--- config.mk ---
export PLATFORM = sky130hd
export DESIGN_NAME = sloc_ctrl
export DESIGN_NICKNAME = d
export VERILOG_FILES = /design/src/rtl/sloc_pkg.sv /design/src/rtl/sloc_ctrl.sv
export SDC_FILE = /design/constraint.sdc
export NUM_CORES = 1
export LEC_CHECK = 0
export ABC_AREA = 1
export ABC_CLOCK_PERIOD_IN_PS = 1670
export BUFFER_PORTS_ARGS = -buffer_cell sky130_fd_sc_hd__buf_2
export CELL_PAD_IN_SITES_DETAIL_PLACEMENT = 1
export CELL_PAD_IN_SITES_GLOBAL_PLACEMENT = 1
export CORE_ASPECT_RATIO = 0.6
export CORE_MARGIN = 2
export CORE_UTILIZATION = 30
export CTS_CLUSTER_SIZE = 24
export DETAILED_ROUTE_END_ITERATION = 7
export MAX_ROUTING_LAYER = met4
export PLACE_DENSITY_LB_ADDON = 0.1
export SLEW_MARGIN = 20
export SYNTH_ARGS = -nofsm -noshare
export SYNTH_HDL_FRONTEND = slang
export SYNTH_SLANG_ARGS = --single-unit
--- constraint.sdc ---
create_clock -name clk -period 1.67 [get_ports clk]
set_input_delay 0.0835 -clock clk [delete_from_list [all_inputs] [get_ports clk]]
set_output_delay 0.0835 -clock clk [all_outputs]
set_load 0.02 [all_outputs]
--- src/rtl/sloc_pkg.sv ---
`default_nettype none
// ----------------------------------------------------------------------------
// sloc_pkg
// Shared codes and controller/datapath interface types for the shifted label
// overlap counter.
// ----------------------------------------------------------------------------
package sloc_pkg;

	localparam logic [1:0] OP_VOXEL  = 2'd0;
	localparam logic [1:0] OP_LAG    = 2'd1;
	localparam logic [1:0] OP_FINISH = 2'd2;

	localparam logic [2:0] CFG_AXES  = 3'd0;
	localparam logic [2:0] CFG_EXT0  = 3'd1;
	localparam logic [2:0] CFG_EXT1  = 3'd2;
	localparam logic [2:0] CFG_EXT2  = 3'd3;
	localparam logic [2:0] CFG_DSH0  = 3'd4;
	localparam logic [2:0] CFG_DSH1  = 3'd5;
	localparam logic [2:0] CFG_DSH2  = 3'd6;
	localparam logic [2:0] CFG_ROOM  = 3'd7;

	localparam int AXES        = 3;
	localparam int LABEL_W     = 32;
	localparam int COORD_W     = 13;
	localparam int TALLY_W     = 13;
	localparam int ROOM_W      = 6;
	localparam int KEY_W       = 2 * LABEL_W;
	localparam int VOX_W       = 2 * LABEL_W + 2;
	localparam int PAIR_W      = KEY_W + TALLY_W;

	typedef struct packed {
		logic load_vox;
		logic load_lag;
		logic init_job;
		logic set_refuse;
		logic prod_step;
		logic vox_rd;
		logic latch_before;
		logic lag_init;
		logic lag_step;
		logic lag_resolve;
		logic move_step;
		logic after_rd;
		logic latch_key;
		logic pair_rd_mid;
		logic pair_step;
		logic pair_rd_lo;
		logic hit_wr;
		logic ins_init;
		logic sh_rd;
		logic sh_wr;
		logic ins_wr;
		logic advance;
		logic emit_init;
		logic emit_rd;
		logic emit_out;
		logic sum_out;
		logic job_clear;
	} sloc_cmd_t;

	typedef struct packed {
		logic pre_refuse;
		logic prod_last;
		logic prod_ok;
		logic scan_done;
		logic before_flag;
		logic lag_busy;
		logic move_out;
		logic move_last;
		logic after_flag;
		logic pair_search;
		logic lo_lt_total;
		logic key_eq;
		logic table_full;
		logic ins_done;
		logic emit_all;
		logic emit_done;
	} sloc_sts_t;

endpackage
`default_nettype wire

--- src/rtl/sloc_ctrl.sv ---
`default_nettype none
// ----------------------------------------------------------------------------
// sloc_ctrl
// Job sequencer: loads, geometry check, voxel scan, pair table search and
// sorted insert, result emission.
// ----------------------------------------------------------------------------
module sloc_ctrl (
	input  wire                  clk,
	input  wire                  arst_n,
	input  wire                  start,
	input  wire  [1:0]           opcode,
	input  sloc_pkg::sloc_sts_t  sts,
	output sloc_pkg::sloc_cmd_t  cmd,
	output logic                 busy
);
	import sloc_pkg::*;

	typedef enum logic [17:0] {
		S_IDLE  = 18'h00001,
		S_PROD  = 18'h00002,
		S_PCMP  = 18'h00004,
		S_VRD   = 18'h00008,
		S_VDAT  = 18'h00010,
		S_LAG   = 18'h00020,
		S_MOVE  = 18'h00040,
		S_ARD   = 18'h00080,
		S_ADAT  = 18'h00100,
		S_PRD   = 18'h00200,
		S_PCMPK = 18'h00400,
		S_PHIT  = 18'h00800,
		S_PINS  = 18'h01000,
		S_SHRD  = 18'h02000,
		S_SHWR  = 18'h04000,
		S_ERD   = 18'h08000,
		S_EOUT  = 18'h10000,
		S_SUM   = 18'h20000
	} state_t;

	state_t state_q, state_d;

	always_ff @(posedge clk or negedge arst_n) begin
		if (!arst_n) begin
			state_q <= S_IDLE;
		end else begin
			state_q <= state_d;
		end
	end

	assign busy = (state_q != S_IDLE);

	always_comb begin
		state_d = state_q;
		cmd     = '0;
		unique case (state_q)
			S_IDLE: begin
				cmd.load_vox = start && (opcode == OP_VOXEL);
				cmd.load_lag = start && (opcode == OP_LAG);
				if (start && (opcode == OP_FINISH)) begin
					cmd.init_job = 1'b1;
					if (sts.pre_refuse) begin
						cmd.set_refuse = 1'b1;
						state_d        = S_SUM;
					end else begin
						state_d = S_PROD;
					end
				end
			end
			S_PROD: begin
				cmd.prod_step = 1'b1;
				if (sts.prod_last) begin
					state_d = S_PCMP;
				end
			end
			S_PCMP: begin
				if (!sts.prod_ok) begin
					cmd.set_refuse = 1'b1;
					state_d        = S_SUM;
				end else begin
					state_d = S_VRD;
				end
			end
			S_VRD: begin
				if (sts.scan_done) begin
					if (sts.emit_all) begin
						cmd.emit_init = 1'b1;
						state_d       = S_ERD;
					end else begin
						state_d = S_SUM;
					end
				end else begin
					cmd.vox_rd = 1'b1;
					state_d    = S_VDAT;
				end
			end
			S_VDAT: begin
				cmd.latch_before = 1'b1;
				if (!sts.before_flag) begin
					cmd.advance = 1'b1;
					state_d     = S_VRD;
				end else begin
					cmd.lag_init = 1'b1;
					state_d      = S_LAG;
				end
			end
			S_LAG: begin
				if (sts.lag_busy) begin
					cmd.lag_step = 1'b1;
				end else begin
					cmd.lag_resolve = 1'b1;
					state_d         = S_MOVE;
				end
			end
			S_MOVE: begin
				if (sts.move_out) begin
					cmd.advance = 1'b1;
					state_d     = S_VRD;
				end else begin
					cmd.move_step = 1'b1;
					if (sts.move_last) begin
						state_d = S_ARD;
					end
				end
			end
			S_ARD: begin
				cmd.after_rd = 1'b1;
				state_d      = S_ADAT;
			end
			S_ADAT: begin
				if (!sts.after_flag) begin
					cmd.advance = 1'b1;
					state_d     = S_VRD;
				end else begin
					cmd.latch_key = 1'b1;
					state_d       = S_PRD;
				end
			end
			S_PRD: begin
				priority if (sts.pair_search) begin
					cmd.pair_rd_mid = 1'b1;
					state_d         = S_PCMPK;
				end else if (sts.lo_lt_total) begin
					cmd.pair_rd_lo = 1'b1;
					state_d        = S_PHIT;
				end else begin
					state_d = S_PINS;
				end
			end
			S_PCMPK: begin
				cmd.pair_step = 1'b1;
				state_d       = S_PRD;
			end
			S_PHIT: begin
				if (sts.key_eq) begin
					cmd.hit_wr  = 1'b1;
					cmd.advance = 1'b1;
					state_d     = S_VRD;
				end else begin
					state_d = S_PINS;
				end
			end
			S_PINS: begin
				if (sts.table_full) begin
					cmd.set_refuse = 1'b1;
					state_d        = S_SUM;
				end else begin
					cmd.ins_init = 1'b1;
					state_d      = S_SHRD;
				end
			end
			S_SHRD: begin
				if (sts.ins_done) begin
					cmd.ins_wr  = 1'b1;
					cmd.advance = 1'b1;
					state_d     = S_VRD;
				end else begin
					cmd.sh_rd = 1'b1;
					state_d   = S_SHWR;
				end
			end
			S_SHWR: begin
				cmd.sh_wr = 1'b1;
				state_d   = S_SHRD;
			end
			S_ERD: begin
				if (sts.emit_done) begin
					state_d = S_SUM;
				end else begin
					cmd.emit_rd = 1'b1;
					state_d     = S_EOUT;
				end
			end
			S_EOUT: begin
				cmd.emit_out = 1'b1;
				state_d      = S_ERD;
			end
			S_SUM: begin
				cmd.sum_out   = 1'b1;
				cmd.job_clear = 1'b1;
				state_d       = S_IDLE;
			end
			default: begin
				state_d = S_IDLE;
			end
		endcase
	end
endmodule
`default_nettype wire

==> run summary, run 1 <==
gpl congestion: 0.816
initial core utilization: 0.315
Hold Path Class: in2reg
CP most frequent cell: buf_4
failing checks: negative setup slack
Root Driver: clkbuf_8
Synth top area share: 0.328
Routed wire per std cell: 21.8 um
share of cells above drive strength 1: 0.639
Area Overhead vs Synth: 117%
Syn. warnings: 0
Static Leakage: 1.42 nW
fmax: 0.445 GHz
final core occ: 0.682
1st-iter DRT viols: 95
Top reg by flops: state_q
Nets: 338
Crit Path Max Fanout: 6
Num CTS Buffers: 3
slowest stage delay, CP: 0.44 ns
type of origin of the critical path: flop
Flop pwr share: 0.222
global route overflow: 0
first-pass GRT wire length: 9990 um
CP max-delay cell: dfrtp_1
Sink Count: 18
Mapped Area: 1300 um2
Comb pwr share: 0.594
Top Registers: state_q: 18 flops
Slew Viols, Final: 0
detailed-route via count: 1,980
cell count after synthesis: 193
Total GRT Usage: 0.294
initial antenna violation count: 0
Final period util: 1.35
total net switching power: 0.985 mW
number of global-route vias before repair: 1,881
core area: 4120 um2
Final setup viols: 42
synth unique cells: 25
status: finished with violations
commonest non-fill, non-tap cell in the layout: buf_4
full die area: 4880 um2
FILL cells: 495
Max VDD drop: 0.432 mV
Clock transition at path regs: 0.09 ns
Pwr Density: 789 nW/um2
worst-case clock buffer depth: 2
Routed Antenna Nets: 0
synthesized net count: 214
relative slew slack: 0.684
RSZ-0062 raised after global routing: true
Pre-Repair DR Iteration Count: 4
Final Hold Vio Count: 0
Clk Latency, worst-skew pair: 0.29 ns
max reg flops: 18
final wirelength: 8200 um
HPWL Detailed: 3650 um
Synth area leaders: dfrtp_1 33%, nor2_1 14%, inv_1 10%
synthesis-stage register bit count: 18
internal power: 1.23 mW
skew final: 0.0157 ns
via/cell ratio: 5.27
post-route setup slack: -0.579 ns
# DRC: 0
TritonCTS clock tree: yes
CP arrival: 2.45 ns
Tot Pwr: 2.22 mW
Sw Ratio: 0.444
Max Cap Viol: 0
Row Count: 18
I/O Buffers: 48
Clk pwr share: 0.184
Ports: 49
largest area contributor in the netlist: dfrtp_1
crit end category: flop
Die Ht: 54.9 um
Worst Path Required: 1.87 ns
n_diodes: 0
Syn Area/Cell: 6.72 um2
final worst path period need: 2.25 ns
H-tree Lvls: 1
largest net degree at the start of global routing: 19
most frequent cells in the layout: 55 x buf_4, 39 x buf_6, 31 x inv_1
Setup Crit Path Kind: reg2reg
Die Wd: 88.9 um
sequential area share after synthesis: 0.348
worst-path cell chain: nor2_2 -> nand2_2 -> nor2_4 -> buf_4 -> nand4_1 -> buf_4 -> buf_4 -> buf_4 -> nand3_1 -> nor2_2 -> nand3_2 -> nand2_4 -> nor2_1
worst-margin pin slew: 0.473 ns
==> power groups by stage <==
stage                     Combinational (mW)  Clock, mW  Sequential [mW]
after CTS                               1.02      0.387            0.488
after detailed placement               0.661          0            0.490
final                                   1.32      0.407            0.492
after floorplan                        0.397          0            0.486
after global placement                 0.654          0            0.488
after global routing                    1.36      0.424            0.495
==> through the flow <==
step	cell area (um2)	worst slack (ns)	hold WS, ns	setup TNS, ns	instances
after floorplan	1320	-0.107	-0.212	-0.161	193
after global placement	1850	-0.161	0.0576	-1.32	329
after detailed placement	1850	-0.149	0.0493	-1.13	329
after CTS	2520	-0.291	0.00849	-5.43	364
after global routing	2810	-0.639	0.0143	-15.23	376
final	2810	-0.579	0.0142	-13.06	376
==> synthesized netlist by cell type <==
| library cell | n |
|---|---|
| nor2_1 | 49 |
| inv_1 | 36 |
| nand2_1 | 22 |
| dfrtp_1 | 17 |
| nand3_1 | 16 |
| nor2_2 | 7 |
| o22ai_1 | 7 |
| nand2_2 | 6 |
| o21ai_0 | 6 |
| nor2_4 | 4 |
| nor3_1 | 4 |
| nand3b_1 | 3 |
| nand4_1 | 3 |
| nor3b_1 | 2 |
| a21oi_1 | 1 |
| a31o_2 | 1 |
| buf_4 | 1 |
| dfstp_2 | 1 |
| inv_2 | 1 |
| nand2_4 | 1 |
| nand3_2 | 1 |
| nor3_4 | 1 |
| o211ai_1 | 1 |
| o211ai_2 | 1 |
| o21ai_1 | 1 |
==> path summary, 6_finish.rpt <==
| path | from | to | slack [ns] | depth (start not counted) |
|---|---|---|---|---|
| worst min register to register | state_q[14] | state_q[13] | 0.84 | 4 |
| worst min-delay path | sts[14] | state_q[1] | 0.01 | 2 |
| min in group asynchronous | arst_n | state_q[3] | 0.28 | 2 |
| worst max register to register | state_q[4] | state_q[7] | -0.58 | 13 |
| max in group asynchronous | arst_n | state_q[0] | 1.03 | 2 |
| worst max-delay path | state_q[4] | state_q[7] | -0.58 | 13 |
==> cell families after synthesis <==
family	Yosys count	share of synthesized area
AND/OR/NAND/NOR	119	0.452
buffers and inverters	38	0.113
flip-flops	18	0.348
AO/OA/AOI/OAI	18	0.0868
==> cell type report <==
type                       instances  area, um2  area share
clock buffer                       4       55.1      0.0196
inverter                          37        139      0.0494
multi-input combinational        137       1080       0.383
sequential                        18        452       0.161
tap                               60       75.1      0.0267
timing repair buffer             120       1010       0.360
==> metal layers <==
layer / vias up / global-route usage / wire length [um]
met2: 123 / 0.461 / 3860
met4: 0 / 0.0884 / 315
met3: 31 / 0.0623 / 660
li1: 860 / - / -
met5: - / - / 0
met1: 966 / 0.387 / 3370
==> what timing repair did <==
| action | CTS | global route |
|---|---|---|
| hold buffers | 3 | 0 |
| gates resized for setup | 106 | 51 |
| setup buffers | 28 | 14 |
| pin swaps | 25 | 18 |
| setup endpoints to repair | 36 | 37 |
| endpoints found under the hold margin | 19 | 0 |
==> worst max-delay path: cells and delay by family, from the launching register on <==
family / cells / cell delay [ns]
AND/OR/NAND/NOR: 9 / 1.14
buffers and inverters: 4 / 0.59
flip-flops: 1 / 0.44
No activity file was read; power rests on OpenSTA's default activity.
==> run 2: changes to the inputs <==
--- a/config.mk
+++ b/config.mk
@@ -5,18 +5,18 @@
 export SDC_FILE = /design/constraint.sdc
 export NUM_CORES = 1
 export LEC_CHECK = 0
-export ABC_AREA = 1
 export ABC_CLOCK_PERIOD_IN_PS = 1670
 export BUFFER_PORTS_ARGS = -buffer_cell sky130_fd_sc_hd__buf_2
 export CELL_PAD_IN_SITES_DETAIL_PLACEMENT = 1
 export CELL_PAD_IN_SITES_GLOBAL_PLACEMENT = 1
 export CORE_ASPECT_RATIO = 0.6
 export CORE_MARGIN = 2
-export CORE_UTILIZATION = 30
+export CORE_UTILIZATION = 32
 export CTS_CLUSTER_SIZE = 24
 export DETAILED_ROUTE_END_ITERATION = 7
 export MAX_ROUTING_LAYER = met4
 export PLACE_DENSITY_LB_ADDON = 0.1
+export REMOVE_ABC_BUFFERS = 1
 export SLEW_MARGIN = 20
 export SYNTH_ARGS = -nofsm -noshare
 export SYNTH_HDL_FRONTEND = slang
==> run summary, run 2 <==
core area: 4080 um2 (-1.1%)
commonest non-fill, non-tap cell in the layout: buf_4
synthesis-stage register bit count: 18 (unchanged)
Worst Path Required: 1.59 ns (-0.28 ns)
Row Count: 18 (unchanged)
Num CTS Buffers: 3 (unchanged)
crit end category: output port
Top Registers: state_q: 18 flops
hold path start: sts[14]
Sw Ratio: 0.406 (-0.0386)
Synth top area share: 0.317 (-0.0107)
Die Ht: 54.2 um (-1.4%)
cell count after synthesis: 144 (-25%)
Top Family by Delay on Critical Path: simple AND/OR/NAND/NOR gates
Top reg by flops: state_q
M1 GR Usage: 0.382 (-0.00534)
failing checks: negative setup slack
Nets: 290 (-14%)
Comb pwr share: 0.639 (+0.045)
Flop pwr share: 0.201 (-0.021)
Clk pwr share: 0.159 (-0.025)
Sink Count: 18 (unchanged)
design area: 2830 um2 (+0.71%)
CP max-delay cell: dfrtp_1
final hold slack: 0.0284 ns (+0.0142 ns)
Commonest cells post-synth: 17 x dfrtp_1, 14 x nor3_1, 10 x nand2b_1
# DRC: 0 (unchanged)
EDFF count, synth: 0 (unchanged)
detailed-route via count: 1,839 (-7.1%)
Hold Crit Depth: 2 (unchanged)
internal power: 1.48 mW (+20%)
share of cells above drive strength 1: 0.690 (+0.0511)
DP Cell Count: 289 (-12%)
Syn Area/Cell: 9.31 um2 (+39%)
Routed wire per std cell: 24.7 um (+13%)
r2r startpoint: state_q[15]
fmax: 0.386 GHz (-13%)
HPWL Detailed: 4290 um (+17%)
Mapped Area: 1340 um2 (+3.4%)
Area Overhead vs Synth: 111%
relative slew slack: 0.692 (+0.00793)
Die Wd: 87.6 um (-1.5%)
gr busiest metal: met2
WP buf/inv: 2 (-2)
RSZ-0062 raised after global routing: true
Max VDD drop: 0.444 mV (+2.8%)
Pre-Repair DR Iteration Count: 4 (unchanged)
most frequent cells in the layout: 63 x buf_4, 41 x buf_6, 20 x buf_2
initial core utilization: 0.329 (+0.0142)
Max Cap Viol: 0 (unchanged)
1st-iter DRT viols: 104 (+9.5%)
Final setup viols: 46 (+9.5%)
sequential area share after synthesis: 0.337 (-0.0114)
slowest stage delay, CP: 0.43 ns (about the same)
Clk Latency, worst-skew pair: 0.27 ns (-0.02 ns)
worst-margin pin slew: 0.461 ns (-0.0119 ns)
type of origin of the critical path: flop
Syn. warnings: 0 (unchanged)
skew final: 0.00275 ns (-0.0130 ns)
Routed Antenna Nets: 0 (unchanged)
Final Hold Vio Count: 0 (unchanged)
CP most frequent cell: buf_4
synth unique cells: 48 (+92%)
I/O Buffers: 48 (unchanged)
TritonCTS clock tree: yes
Hold Path Class: in2reg
reg2reg path depth: 9 (-4)
met2 Usage GRT: 0.470 (+0.00825)
initial antenna violation count: 1 (+1)
WHS Endpoint: state_q[1]
max reg flops: 18 (unchanged)
Crit Path Max Fanout: 4 (-2)
Synth Flop Type: dfrtp_1
post-route insts no fill: 329 (-13%)
Ports: 49 (unchanged)
number of global-route vias before repair: 1,723 (-8.4%)
post-route setup slack: -0.922 ns (-0.342 ns)
Setup Crit Path Kind: reg2out
Clock transition at path regs: 0.08 ns (about the same)
worst slack at placement: -0.543 ns (-0.394 ns)
Synth area leaders: dfrtp_1 32%, nor3_1 5.2%, nor4_4 4.8%
first-pass GRT wire length: 9450 um (-5.4%)
Root Driver: clkbuf_8
Static Leakage: 1.34 nW (-5.5%)
largest net degree at the start of global routing: 19 (unchanged)
met3 Resource Use GR: 0.0383 (-0.0240)
total net switching power: 1.01 mW (+2.5%)
global route overflow: 0 (unchanged)
Pwr Density: 879 nW/um2 (+11%)
via/cell ratio: 5.59 (+6.1%)
Final period util: 1.55 (+0.205)
H-tree Lvls: 1 (unchanged)
reg2reg end: state_q[12]
crit path from: state_q[15]
final wirelength: 8110 um (-1.1%)
Slew Viols, Final: 0 (unchanged)
reg-to-reg slack, setup: -0.78 ns (-0.20 ns)
CP Depth: 7 (-6)
asr flop ratio synth: 1.00 (unchanged)
top-count cell post-synth: dfrtp_1
Total GRT Usage: 0.284 (-0.0105)
largest area contributor in the netlist: dfrtp_1
full die area: 4740 um2 (-2.9%)
gpl congestion: 0.937 (+15%)
worst-case clock buffer depth: 2 (unchanged)
dpl cell area: 1950 um2 (+5.5%)
status: finished with violations
final worst path period need: 2.59 ns (+0.342 ns)
Tot Pwr: 2.49 mW (+12%)
worst-path cell chain: nor4_4 -> buf_4 -> nand4_1 -> or3_4 -> or2_4 -> nor3b_2 -> buf_4
CP arrival: 2.51 ns (+0.06 ns)
-- run 2: cell types whose count changed after synthesis, sizes merged, moves of 9 or more --
| cell | change |
|---|---|
| nor2 | -50 |
| inv | -29 |
| nand2 | -25 |
| nand3 | -16 |
| nand2b | +10 |
| nor3 | +9 |
-- run 2: cell type report --
class	instances	area [um2]
flip-flops and latches	18	455
diodes	1	2.50
clock buffers	4	55.1
repair buffers	125	1040
inverters	8	30.0
well taps	60	75.1
multi-input cells	113	1170
fillers	437	1250
-- run 2: cell families (layout without fill, tap and decap cells) --
group,after synthesis,in the layout,synth area share
compound gates,22,22,0.131
xor+xnor,3,3,0.0196
flops,18,18,0.337
other cells,0,1,0
buf+inv,13,137,0.0401
simple gates,88,88,0.473
-- run 2: how the worst max path moves through the flow --
stage                          to  slack, ns
after floorplan            cmd[3]      -0.74
after detailed placement  cmd[25]      -0.54
after global placement    cmd[25]      -0.46
after global routing      cmd[11]      -0.93
final                     cmd[11]      -0.92
after CTS                 cmd[11]      -0.66
-- run 2: repair_timing --
| action | CTS | global route |
|---|---|---|
| setup buffers | 21 | 19 |
| endpoints found under the hold margin | 17 | 0 |
| endpoints found under the setup margin | 46 | 46 |
| pin swaps | 34 | 22 |
| gates resized for setup | 98 | 40 |
| hold buffers | 1 | 0 |
-- run 2: power groups by stage --
stage          sequential [mW]  combinational, mW  clock, mW
2_1_floorplan            0.497              0.374          0
3_3_place_gp             0.495              0.816          0
3_5_place_dp             0.497              0.856          0
4_1_cts                  0.493               1.22      0.386
5_1_grt                  0.498               1.65      0.404
6_report                 0.500               1.59      0.396
-- run 2: metrics by stage --
stage / util / TNS (ns)
final: 0.694 / -28.84
after global routing: 0.694 / -30.77
after CTS: 0.621 / -17.96
after detailed placement: 0.478 / -13.86
after global placement: 0.478 / -10.37
after floorplan: - / -11.83
-- run 2: layer usage --
layer	routed length [um]	part of all wire	vias up
met4	222	0.027	0
li1	-	-	799
met5	0	0	-
met2	3940	0.49	92
met3	532	0.066	23
met1	3420	0.42	925
